File: src/rtl/dmtp_pkg.sv
// ----------------------------------------------------------------------------
// dmtp_pkg
// Shared types and constants for the direct-mapped tag store with prefetch.
// ----------------------------------------------------------------------------
package dmtp_pkg;

	localparam int LINES_DEF        = 16;
	localparam int ADDR_BITS_DEF    = 16;
	localparam int MAX_PREFETCH_DEF = 16;
	localparam int COUNT_BITS_DEF   = 16;

	localparam int LOOP_DEFAULT = 2;

	localparam logic [1:0] HINT_LOAD = 2'd1;
	localparam logic [1:0] HINT_LOOP = 2'd2;

	localparam logic KIND_LOOKUP = 1'b0;
	localparam logic KIND_FILL   = 1'b1;

	typedef enum logic [3:0] {
		S_CLR,
		S_IDLE,
		S_IDX,
		S_EVAL,
		S_PF_RD,
		S_PF_WR,
		S_FIN_RD,
		S_FIN,
		S_DONE
	} state_t;

	typedef enum logic [1:0] {
		UPD_LOOKUP,
		UPD_FILL,
		UPD_PREFETCH
	} upd_op_t;

	typedef struct packed {
		logic hit;
		logic installed;
		logic was_pf;
	} upd_stat_t;

endpackage

File: src/rtl/dmtp_ram.sv
// ----------------------------------------------------------------------------
// dmtp_ram
// Generic simple dual-port RAM, one write port, one registered read port.
// ----------------------------------------------------------------------------
module dmtp_ram #(
	parameter int WIDTH = 8,
	parameter int DEPTH = 16,
	localparam int AW = $clog2(DEPTH)
) (
	input  logic             clk,
	input  logic             we,
	input  logic [AW-1:0]    waddr,
	input  logic [WIDTH-1:0] wdata,
	input  logic [AW-1:0]    raddr,
	output logic [WIDTH-1:0] rdata
);

	logic [WIDTH-1:0] mem [DEPTH];

	always_ff @(posedge clk) begin
		if (we) begin
			mem[waddr] <= wdata;
		end
		rdata <= mem[raddr];
	end

endmodule

File: src/rtl/dmtp_mod.sv
// ----------------------------------------------------------------------------
// dmtp_mod
// Line index from address: mask for a power-of-two line count, otherwise
// a restoring remainder, four address bits per cycle.
// ----------------------------------------------------------------------------
module dmtp_mod #(
	parameter int LINES = 16,
	parameter int ADDR_BITS = 16,
	localparam int LW = $clog2(LINES)
) (
	input  logic                 clk,
	input  logic                 arst_n,
	input  logic                 start,
	input  logic [ADDR_BITS-1:0] x,
	output logic                 done,
	output logic [LW-1:0]        r
);

	if ((LINES & (LINES - 1)) == 0) begin : g_pow2
		logic [ADDR_BITS-1:0] x_q;

		always_ff @(posedge clk or negedge arst_n) begin
			if (!arst_n) begin
				x_q <= '0;
			end else if (start) begin
				x_q <= x;
			end
		end

		assign done = 1'b1;
		assign r    = LW'(x_q);
	end else begin : g_rem
		localparam int STEP  = 4;
		localparam int STEPS = (ADDR_BITS + STEP - 1) / STEP;
		localparam int PW    = STEPS * STEP;
		localparam int TW    = LW + 1;
		localparam int CNW   = $clog2(STEPS + 1);

		logic [PW-1:0]  sh_q, sh_nx, ss;
		logic [LW-1:0]  r_q, r_nx, rr;
		logic [TW-1:0]  t;
		logic [CNW-1:0] cnt_q;
		logic           busy_q;

		always_comb begin
			rr = r_q;
			ss = sh_q;
			t  = '0;
			for (int j = 0; j < STEP; j++) begin
				t = {rr, ss[PW-1]};
				if (t >= TW'(LINES)) begin
					t = t - TW'(LINES);
				end
				rr = t[LW-1:0];
				ss = {ss[PW-2:0], 1'b0};
			end
			r_nx  = rr;
			sh_nx = ss;
		end

		always_ff @(posedge clk or negedge arst_n) begin
			if (!arst_n) begin
				busy_q <= 1'b0;
				cnt_q  <= '0;
			end else if (start) begin
				busy_q <= 1'b1;
				cnt_q  <= CNW'(STEPS);
			end else if (busy_q) begin
				busy_q <= (cnt_q != CNW'(1));
				cnt_q  <= cnt_q - CNW'(1);
			end
		end

		always_ff @(posedge clk) begin
			if (start) begin
				sh_q <= PW'(x);
				r_q  <= '0;
			end else if (busy_q) begin
				sh_q <= sh_nx;
				r_q  <= r_nx;
			end
		end

		assign done = !busy_q;
		assign r    = r_q;
	end

endmodule

File: src/rtl/dmtp_upd.sv
// ----------------------------------------------------------------------------
// dmtp_upd
// Shared line update unit: tag compare and saturating counter bumps for
// lookup and fill, and prefetch install.
// ----------------------------------------------------------------------------
module dmtp_upd
	import dmtp_pkg::*;
#(
	parameter int ADDR_BITS = 16,
	parameter int COUNT_BITS = 16,
	localparam int EW = 2 + ADDR_BITS + 3 * COUNT_BITS
) (
	input  upd_op_t              op,
	input  logic                 en,
	input  logic [ADDR_BITS-1:0] addr,
	input  logic [EW-1:0]        entry_i,
	output logic [EW-1:0]        entry_o,
	output upd_stat_t            stat
);

	typedef struct packed {
		logic                  valid;
		logic                  pf;
		logic [ADDR_BITS-1:0]  tag;
		logic [COUNT_BITS-1:0] hits;
		logic [COUNT_BITS-1:0] misses;
		logic [COUNT_BITS-1:0] pfh;
	} entry_t;

	entry_t cur, nxt;
	logic   match;

	function automatic logic [COUNT_BITS-1:0] sat(input logic [COUNT_BITS-1:0] c);
		return (&c) ? c : c + COUNT_BITS'(1);
	endfunction

	assign cur   = entry_i;
	assign match = cur.valid && (cur.tag == addr);

	always_comb begin
		nxt  = cur;
		stat = '0;
		unique case (op)
			UPD_LOOKUP: begin
				if (en) begin
					stat.was_pf = cur.pf;
					stat.hit    = match;
					if (match) begin
						nxt.hits = sat(cur.hits);
						if (cur.pf) begin
							nxt.pfh = sat(cur.pfh);
						end
					end else begin
						nxt.misses = sat(cur.misses);
					end
				end
			end
			UPD_FILL: begin
				if (en) begin
					stat.was_pf = cur.pf;
					if (cur.valid && !match) begin
						nxt.misses = sat(cur.misses);
					end
					nxt.tag   = addr;
					nxt.valid = 1'b1;
				end
			end
			UPD_PREFETCH: begin
				if (!match) begin
					nxt.tag        = addr;
					nxt.valid      = 1'b1;
					nxt.pf         = 1'b1;
					nxt.pfh        = '0;
					stat.installed = 1'b1;
				end
			end
			default: begin
				nxt = cur;
			end
		endcase
	end

	assign entry_o = nxt;

endmodule

File: src/rtl/direct_mapped_tags_with_prefetch.sv
// ----------------------------------------------------------------------------
// direct_mapped_tags_with_prefetch
// Direct-mapped tag store with per-line counters and sequential prefetch.
// ----------------------------------------------------------------------------
// Channel  Direction  Handshake                Payload
// in       request    in_valid / in_ready      kind, address, hint, loop_lines
// out      result     out_valid / out_ready    hit, line, pf_marked,
//                                              line_hits, line_misses,
//                                              line_prefetch_hits,
//                                              lines_prefetched
// cfg      write      cfg_wr_en                cfg_wr_data (enable)
//
// Steps per request without prefetch: accept, index, evaluate, deliver;
// a prefetch of n lines adds a read and a write per line through the one
// RAM port pair, then a re-read of the accessed line. With a line count that
// is not a power of two the index step takes a remainder, four bits at a time.
// Reset and a write of enable = 0 run a clearing sweep over all lines.
// The result waits in the output register; the next request is taken meanwhile.
// ----------------------------------------------------------------------------
module direct_mapped_tags_with_prefetch
	import dmtp_pkg::*;
#(
	parameter int LINES        = LINES_DEF,
	parameter int ADDR_BITS    = ADDR_BITS_DEF,
	parameter int MAX_PREFETCH = MAX_PREFETCH_DEF,
	parameter int COUNT_BITS   = COUNT_BITS_DEF
) (
	input  logic        clk,
	input  logic        arst_n,
	input  logic        in_valid,
	output logic        in_ready,
	input  logic        kind,
	input  logic [15:0] address,
	input  logic [1:0]  hint,
	input  logic [4:0]  loop_lines,
	output logic        out_valid,
	input  logic        out_ready,
	output logic        hit,
	output logic [3:0]  line,
	output logic        pf_marked,
	output logic [15:0] line_hits,
	output logic [15:0] line_misses,
	output logic [15:0] line_prefetch_hits,
	output logic [4:0]  lines_prefetched,
	input  logic        cfg_wr_en,
	input  logic        cfg_wr_data
);

	localparam int LW = $clog2(LINES);
	localparam int NW = $clog2(MAX_PREFETCH + 1);
	localparam int EW = 2 + ADDR_BITS + 3 * COUNT_BITS;

	typedef struct packed {
		logic                  valid;
		logic                  pf;
		logic [ADDR_BITS-1:0]  tag;
		logic [COUNT_BITS-1:0] hits;
		logic [COUNT_BITS-1:0] misses;
		logic [COUNT_BITS-1:0] pfh;
	} entry_t;

	state_t state_q, state_d;
	logic   enable_q;
	logic   out_valid_q;
	logic   out_load;
	logic   accept;

	logic                 kind_q;
	logic [ADDR_BITS-1:0] addr_q;
	logic [1:0]           hint_q;
	logic [NW-1:0]        n_q, n_d;
	logic [LW-1:0]        k_q;
	logic [ADDR_BITS-1:0] pa_q, pa_nxt, base_a;
	logic [LW-1:0]        pk_q, pk_nxt, base_k;
	logic [NW-1:0]        cnt_q;
	logic [NW-1:0]        fetched_q;
	logic [LW-1:0]        clr_q;

	logic                  res_hit_q;
	logic                  res_pf_q;
	logic [COUNT_BITS-1:0] res_hits_q;
	logic [COUNT_BITS-1:0] res_misses_q;
	logic [COUNT_BITS-1:0] res_pfh_q;

	logic        hit_q;
	logic [3:0]  line_q;
	logic        was_pf_q;
	logic [15:0] line_hits_q;
	logic [15:0] line_misses_q;
	logic [15:0] line_pfh_q;
	logic [4:0]  lines_pf_q;

	logic          ram_we;
	logic [LW-1:0] ram_waddr;
	logic [LW-1:0] ram_raddr;
	entry_t        ram_wdata;
	entry_t        ram_rdata;

	upd_op_t       upd_op;
	logic [ADDR_BITS-1:0] upd_addr;
	entry_t        upd_entry;
	upd_stat_t     upd_stat;
	logic          need_pf;

	logic          mod_done;
	logic [LW-1:0] mod_r;

	assign accept   = in_valid && in_ready;
	assign in_ready = (state_q == S_IDLE) && !cfg_wr_en;

	always_comb begin
		if (hint == HINT_LOAD) begin
			n_d = NW'(1);
		end else if (loop_lines == '0) begin
			n_d = NW'(LOOP_DEFAULT);
		end else if (32'(loop_lines) > MAX_PREFETCH) begin
			n_d = NW'(MAX_PREFETCH);
		end else begin
			n_d = NW'(loop_lines);
		end
	end

	dmtp_mod #(
		.LINES    (LINES),
		.ADDR_BITS(ADDR_BITS)
	) u_mod (
		.clk   (clk),
		.arst_n(arst_n),
		.start (accept),
		.x     (ADDR_BITS'(address)),
		.done  (mod_done),
		.r     (mod_r)
	);

	dmtp_ram #(
		.WIDTH(EW),
		.DEPTH(LINES)
	) u_ram (
		.clk  (clk),
		.we   (ram_we),
		.waddr(ram_waddr),
		.wdata(ram_wdata),
		.raddr(ram_raddr),
		.rdata(ram_rdata)
	);

	assign upd_op   = (state_q == S_PF_WR) ? UPD_PREFETCH :
	                  (kind_q == KIND_FILL) ? UPD_FILL : UPD_LOOKUP;
	assign upd_addr = (state_q == S_PF_WR) ? pa_q : addr_q;

	dmtp_upd #(
		.ADDR_BITS (ADDR_BITS),
		.COUNT_BITS(COUNT_BITS)
	) u_upd (
		.op     (upd_op),
		.en     (enable_q),
		.addr   (upd_addr),
		.entry_i(ram_rdata),
		.entry_o(upd_entry),
		.stat   (upd_stat)
	);

	assign need_pf = enable_q && (kind_q == KIND_LOOKUP) && !upd_stat.hit &&
	                 ((hint_q == HINT_LOAD) || (hint_q == HINT_LOOP));

	// next prefetch address and its line, tracked incrementally
	assign base_a = (state_q == S_EVAL) ? addr_q : pa_q;
	assign base_k = (state_q == S_EVAL) ? k_q : pk_q;
	assign pa_nxt = base_a + ADDR_BITS'(1);
	assign pk_nxt = (pa_nxt == '0) ? '0 :
	                (base_k == LW'(LINES - 1)) ? '0 : base_k + LW'(1);

	always_comb begin
		state_d   = state_q;
		ram_we    = 1'b0;
		ram_waddr = k_q;
		ram_wdata = upd_entry;
		ram_raddr = k_q;
		out_load  = 1'b0;
		unique case (state_q)
			S_CLR: begin
				ram_we    = 1'b1;
				ram_waddr = clr_q;
				ram_wdata = '0;
				if (clr_q == LW'(LINES - 1)) begin
					state_d = S_IDLE;
				end
			end
			S_IDLE: begin
				if (accept) begin
					state_d = S_IDX;
				end
			end
			S_IDX: begin
				ram_raddr = mod_r;
				if (mod_done) begin
					state_d = S_EVAL;
				end
			end
			S_EVAL: begin
				ram_we  = enable_q;
				state_d = need_pf ? S_PF_RD : S_DONE;
			end
			S_PF_RD: begin
				ram_raddr = pk_q;
				state_d   = S_PF_WR;
			end
			S_PF_WR: begin
				ram_we    = 1'b1;
				ram_waddr = pk_q;
				state_d   = (cnt_q == n_q) ? S_FIN_RD : S_PF_RD;
			end
			S_FIN_RD: begin
				state_d = S_FIN;
			end
			S_FIN: begin
				state_d = S_DONE;
			end
			S_DONE: begin
				if (!out_valid_q || out_ready) begin
					out_load = 1'b1;
					state_d  = S_IDLE;
				end
			end
			default: begin
				state_d = S_IDLE;
			end
		endcase
		if (cfg_wr_en && !cfg_wr_data) begin
			state_d = S_CLR;
		end
	end

	always_ff @(posedge clk or negedge arst_n) begin
		if (!arst_n) begin
			state_q     <= S_CLR;
			enable_q    <= 1'b1;
			out_valid_q <= 1'b0;
			clr_q       <= '0;
		end else begin
			state_q <= state_d;
			clr_q   <= (state_q == S_CLR) ? clr_q + LW'(1) : '0;
			if (cfg_wr_en) begin
				enable_q <= cfg_wr_data;
			end
			if (out_load) begin
				out_valid_q <= 1'b1;
			end else if (out_ready) begin
				out_valid_q <= 1'b0;
			end
		end
	end

	always_ff @(posedge clk) begin
		if (accept) begin
			kind_q <= kind;
			addr_q <= ADDR_BITS'(address);
			hint_q <= hint;
			n_q    <= n_d;
		end
		if (state_q == S_IDX && mod_done) begin
			k_q <= mod_r;
		end
		if (state_q == S_EVAL) begin
			res_hit_q    <= upd_stat.hit;
			res_pf_q     <= upd_stat.was_pf;
			res_hits_q   <= upd_entry.hits;
			res_misses_q <= upd_entry.misses;
			res_pfh_q    <= upd_entry.pfh;
			fetched_q    <= '0;
			pa_q         <= pa_nxt;
			pk_q         <= pk_nxt;
			cnt_q        <= NW'(1);
		end
		if (state_q == S_PF_WR) begin
			if (upd_stat.installed) begin
				fetched_q <= fetched_q + NW'(1);
			end
			pa_q  <= pa_nxt;
			pk_q  <= pk_nxt;
			cnt_q <= cnt_q + NW'(1);
		end
		if (state_q == S_FIN) begin
			res_hits_q   <= ram_rdata.hits;
			res_misses_q <= ram_rdata.misses;
			res_pfh_q    <= ram_rdata.pfh;
		end
		if (out_load) begin
			hit_q         <= res_hit_q;
			line_q        <= 4'(k_q);
			was_pf_q      <= res_pf_q;
			line_hits_q   <= 16'(res_hits_q);
			line_misses_q <= 16'(res_misses_q);
			line_pfh_q    <= 16'(res_pfh_q);
			lines_pf_q    <= 5'(fetched_q);
		end
	end

	assign out_valid          = out_valid_q;
	assign hit                = hit_q;
	assign line               = line_q;
	assign pf_marked          = was_pf_q;
	assign line_hits          = line_hits_q;
	assign line_misses        = line_misses_q;
	assign line_prefetch_hits = line_pfh_q;
	assign lines_prefetched   = lines_pf_q;

`ifndef SYNTHESIS
	a_k_range: assert property (@(posedge clk) disable iff (!arst_n)
		state_q == S_EVAL |-> 32'(k_q) < LINES)
		else $error("line index out of range");

	a_pk_range: assert property (@(posedge clk) disable iff (!arst_n)
		state_q == S_PF_WR |-> 32'(pk_q) < LINES)
		else $error("prefetch line index out of range");

	a_fetch_bound: assert property (@(posedge clk) disable iff (!arst_n)
		state_q == S_FIN_RD |-> fetched_q <= n_q)
		else $error("more lines installed than requested");

	a_no_pf_disabled: assert property (@(posedge clk) disable iff (!arst_n)
		(state_q == S_EVAL && !enable_q && !cfg_wr_en) |=> state_q == S_DONE)
		else $error("prefetch started while disabled");

	a_out_from_done: assert property (@(posedge clk) disable iff (!arst_n)
		$rose(out_valid_q) |-> $past(state_q) == S_DONE)
		else $error("result loaded outside deliver state");
`endif

endmodule

File: config.mk
export PLATFORM = sky130hd
export DESIGN_NAME = direct_mapped_tags_with_prefetch
export DESIGN_NICKNAME = d
export VERILOG_FILES = /design/src/rtl/dmtp_pkg.sv /design/src/rtl/dmtp_ram.sv /design/src/rtl/dmtp_mod.sv /design/src/rtl/dmtp_upd.sv /design/src/rtl/direct_mapped_tags_with_prefetch.sv
export SDC_FILE = /design/constraint.sdc
export NUM_CORES = 2
export LEC_CHECK = 0
export ABC_AREA = 1
export BUFFER_PORTS_ARGS = -buffer_cell sky130_fd_sc_hd__clkbuf_2
export CORE_MARGIN = 2
export CORE_UTILIZATION = 57
export CTS_CLUSTER_SIZE = 8
export DETAILED_ROUTE_END_ITERATION = 12
export GPL_ROUTABILITY_DRIVEN = 0
export PLACE_DENSITY = 0.73
export SLEW_MARGIN = 20
export SYNTH_ARGS = -nofsm -noshare
export SYNTH_HDL_FRONTEND = slang
export SYNTH_HIERARCHICAL = 1
export SYNTH_SLANG_ARGS = --single-unit
File: constraint.sdc
create_clock -name clk -period 11.4 [get_ports clk]
set_clock_uncertainty 0.1 [all_clocks]
set_input_delay 1.14 -clock clk [delete_from_list [all_inputs] [get_ports clk]]
set_output_delay 1.14 -clock clk [all_outputs]
set_load 0.01 [all_outputs]
# Word-level counts from Yosys, hierarchy flattened
# Memories as Yosys holds them, arrays and structs flattened. A register that Yosys moved wholly into a read port is not among the register bits.
# Index checks and enable logic that the tools add are counted.
[word_totals]
regBits = 181
latch_bits = 0
mem_bits_rw = 1056
mem_bits_ro = 0
input_bits = 30
word_cells = 156
memories = 1
[classes]
n_addsub = 8
mul = 0
div = 0
n_lt_le_gt_ge = 1
eq_ne = 20
shifts = 0
n_mux = 66
bitwise = 1
n_reduce_logical = 31
[memory_table]
columns = ["memory", "words", "width", "rd", "rd_clocked_by_memory_dff", "wr", "line_no", "source"]
rows = [
  ["u_ram.mem", 16, 66, 1, 1, 1, "dmtp_ram.sv:18", "logic [WIDTH-1:0] mem [DEPTH];"],
]
[ops]
columns = ["cell", "n"]
rows = [
  ["$mux W16", 22],
  ["$pmux W16 S2", 3],
  ["$mux W66", 1],
  ["$add A16 B1 Y16 const B", 4],
  ["$mux W48", 1],
  ["$reduce_and A16 Y1", 3],
  ["$mux W4", 11],
  ["$pmux W4 S9", 1],
  ["$mux W5", 6],
  ["$mux W18", 1],
  ["$eq A16 B16 Y1", 1],
  ["$eq A4 B3 Y1 const B", 4],
  ["$logic_not A16 Y1", 1],
  ["$pmux W4 S2", 2],
  ["$mux W1", 13],
  ["$eq A4 B4 Y1 const B", 3],
  ["$add A5 B1 Y5 const B", 2],
  ["$add A4 B1 Y4 const B", 2],
  ["$eq A4 B2 Y1 const B", 2],
  ["$logic_and A1 B1 Y1", 8],
  ["$eq A2 B1 Y1 const B", 3],
  ["$mux W2", 3],
  ["$ne A3 B3 Y1 const B", 2],
  ["$reduce_bool A2 Y1", 3],
  ["16 further kinds", 25],
]

# Longest topological paths before layout
[logic_depth]
ltp_word = 12
depth_mapped = 23
mapped_depth_nobuf = 21

# Hierarchy
# The synthesis kept the hierarchy.
[modules_own_cells]
columns = ["module", "n_inst", "cells_each", "area_per_inst_um2"]
rows = [
  ["dmtp_ram", 1, 4341, 46804.9],
  ["direct_mapped_tags_with_prefetch", 1, 853, 8325.5],
  ["dmtp_upd", 1, 793, 3549.7],
  ["dmtp_mod", 1, 19, 160.2],
]

# Least setup slack after synthesis
# No wires, ideal clock.
[synth_path]
path_kind = "register -> register"
start = "register state_q[3]"
end = "memory u_ram/mem[12][0] (netlist bit) (enable)"
setup_ns = 0.491
arrival_ns = 4.460
setup_slack_ns = 6.349
stages_incl_launch_ff = 10
n_path_buf = 2
period_less_slack_ns = 5.051
path_cell_list = "dfrtp_1 nor2_4 buf_4 nand2_1 inv_2 clkbuf_1 nand2_1 o211ai_1 nand3_1 nor2_1"
[synth_via]
elab_cells_between_ends = 8
[synth_rtl]
columns = ["item", "line_no", "source"]
rows = [
  ["start: declaration", "direct_mapped_tags_with_prefetch.sv:62", "state_t state_q, state_d;"],
  ["start signal: assignment", "direct_mapped_tags_with_prefetch.sv:241", "state_q <= state_d;"],
  ["$eq A4 B3 Y1 / $logic_not A4 Y1 (equally long branches)", "direct_mapped_tags_with_prefetch.sv:180", "unique case (state_q)"],
  ["$pmux W4 S2 (*)", "direct_mapped_tags_with_prefetch.sv:180", ""],
  ["named net ram_waddr[2]", "direct_mapped_tags_with_prefetch.sv:94", "logic [LW-1:0] ram_waddr;"],
  ["end: declaration", "dmtp_ram.sv:18", ""],
]
# The timed path passes the listed nets; every way through them passes the cells marked *.

==> out/metrics.cfg <==
[floorplanning]
die-area_sq_um = 106000
die_h_microns = 325
die_x_microns = 325
core_area_sq_um = 102000
io_pins = 91
std_cell_rows = 117
start_util = 0.577

[worst_setup_path]
cp.required_ns = 11.73
ff2ff_path_depth = 12
critPathCaptureType = flop
crit_arrival_ns = 5.90
r2r_end = u_ram/mem[9][18]
rrSetupSlack_ns = 5.83
crit_type = flop to flop
worst-path-max-fanout = 36
worst_setup_path_start_kind = flop
r2r_start = state_q[3]

[sta]
fin_ws_ns = 5.83
final.setup.tns_ns = 0
post-route-min-period_ns = 5.57
tightest_slew_ns = 1.22
max_freq_mhz = 179
slew_headroom = 0.186
setup_violations = 0
hold_viol = 0
drv_slew = 0
rsz0062_at_grt = no
fin_crit_sh = 0.489

[flow_run]
drv_cap = 0

[layout]
fin_util = 0.638
final_nets = 6106
drive_gt1_frac = 0.0699
fin_area_sq_um = 65100
final_cell_mix = 1874 x nand2_1, 1218 x edfxtp_1, 1034 x inv_1
synthToLayoutAreaGrowth_pct = 10.7
final_common_cell = nand2_1
n_fill_cell = 7795

[global_route]
grt_pass1_wl_microns = 233000
first_global_vias = 40500
antenna_found_initial = 4
grt_max_degree = 256
grt_usage = 0.287
overflow = 0

[clock_tree]
cts.clk_slew.worst_paths_ns = 0.05
cts_buffers = 181
cts_resized = 0
postCtsSetupBuffers = 0
clock_latency_ns = 0.78
clk_path_buf_depth = 3
clock-sinks = 1303
root_buffer = clkbuf_16
cts_tree = done
ctsHoldBuffers = 0
htreeDepth = 4

[detailed_routing]
wire_per_inst_microns = 20.2
viasPerCell = 5.57
vias = 42200
drtAntennaViolNets = 0
drt_first_pass_iters = 9
initialDrtViolationCount = 5100
wl_microns = 152000
route.detailed.drc = 0

[yosys]
ys_seq_area_frac = 0.652
yosys_warnings = 6
syn-num-nets = 6048
synthesis.area_sq_um = 58800
yosys_register_bits = 1303
avgSynthCellArea_sq_um = 9.80
synth_cell_types = 51
synth_cells = 6006

[placement]
dp_hpwl_microns = 78500
port_buffers = 90
preCtsSetupSlack_ns = 5.97
postPlaceCellArea_sq_um = 59900

[power]
leakagePower_nw = 28.2
power_density_nw_per_um2 = 229
irDropWorstVdd_mv = 0.182

[status]
status = finished clean

[hold_path]
hold_path.class = input pin to asynchronous set/reset pin

==> power breakdown <==
part	internal, W	switching (W)
Sequential	0.00656	0.000299
Combinational	0.000671	0.00240
Clock	0.00298	0.00196
Total	0.0102	0.00466
==> synth_stat cells, drive strengths merged <==
cell type | number | area, sq um
nand2 | 1892 | 7150
edfxtp | 1218 | 36600
inv | 1043 | 3930
nand3 | 936 | 4750
nor2 | 268 | 1100
buf | 214 | 1570
a21oi | 90 | 450
dfxtp | 71 | 1420
o21ai | 68 | 340
clkbuf | 62 | 233
nand4 | 20 | 125
a31oi | 16 | 100
nor3 | 16 | 96.4
xor2 | 15 | 131
dfrtp | 13 | 325
o211ai | 13 | 97.6
ha | 12 | 150
nand3b | 11 | 82.6
o22ai | 4 | 25.0
xnor2 | 4 | 42.6
clkinv | 3 | 12.5
nor3b | 3 | 22.5
or2 | 3 | 18.8
a211oi | 2 | 15.0
a21boi | 2 | 15.0
nor4 | 2 | 12.5
a31o | 1 | 8.76
conb | 1 | 3.75
dfstp | 1 | 26.3
o21bai | 1 | 7.51
o221ai | 1 | 8.76
==> critical path, stage by stage, from the launching register on <==
cell and delay (ns):
dfrtp_1 0.53, nor2_1 0.18, nand2_1 0.09, buf_4 0.34, inv_1 0.45, nor2_1 0.29, ha_1 0.65, clkinv_1 0.96
nor2_1 0.64, a21oi_1 0.12, nand2_1 0.10, inv_1 0.05, nor2_1 0.71
==> routing by layer <==
| layer | up-vias | GRT usage | part of all wire |
|---|---|---|---|
| met1 | 19900 | 0.384 | 0.39 |
| met5 | - | 0 | 0.000059 |
| li1 | 19500 | - | - |
| met2 | 2352 | 0.466 | 0.47 |
| met4 | 2 | 0.121 | 0.039 |
| met3 | 408 | 0.0504 | 0.11 |
==> kinds of logic (layout without fill, tap and decap cells) <==
family          count (synthesis)  after routing  synth area share
xor+xnor                       19             19           0.00296
buf+inv                      1322           1511            0.0975
other cells                     1              2         0.0000637
flops                        1303           1303             0.652
fa+ha+maj                      12             12           0.00255
simple gates                 3151           3151             0.227
compound gates                198            198            0.0182
==> area by class of cell <==
class | count | area, sq um | area share
clock buffers | 299 | 5020 | 0.0772
repair buffers | 151 | 941 | 0.0144
well taps | 1368 | 1710 | 0.0263
flip-flops and latches | 1303 | 38300 | 0.589
clock inverters | 15 | 231 | 0.00355
inverters | 1046 | 3960 | 0.0608
diodes | 1 | 2.50 | 0.0000384
multi-input cells | 3381 | 14900 | 0.229
==> worst max path at each step <==
stage | slack [ns] | end | from
3_3_place_gp | 6.09 | u_ram/mem[0][1] | state_q[3]
5_1_grt | 5.45 | u_ram/mem[1][22] | state_q[3]
2_1_floorplan | 6.35 | u_ram/mem[12][0] | state_q[3]
6_report | 5.83 | u_ram/mem[9][18] | state_q[3]
3_5_place_dp | 5.97 | u_ram/mem[8][1] | state_q[3]
4_1_cts | 5.92 | u_ram/mem[15][1] | state_q[3]
==> sequential cells by signal (all words and copies together), names as in the netlist, 16 cells and up <==
signal / count
u_ram/mem: 1056
pa_q: 16
line_misses: 16
res_hits_q: 16
line_prefetch_hits: 16
u_ram/rdata: 66
res_pfh_q: 16
addr_q: 16
res_misses_q: 16
line_hits: 16
==> metrics by stage <==
step	cells	total power, W	hold slack (ns)
2_1_floorplan	6006	0.00891	0.300
3_3_place_gp	7248	0.00985	0.300
3_5_place_dp	7249	0.00995	0.305
4_1_cts	7563	0.0149	0.155
5_1_grt	7563	0.0155	0.179
6_report	7564	0.0149	0.182
Power figures use the tool's default switching activity.
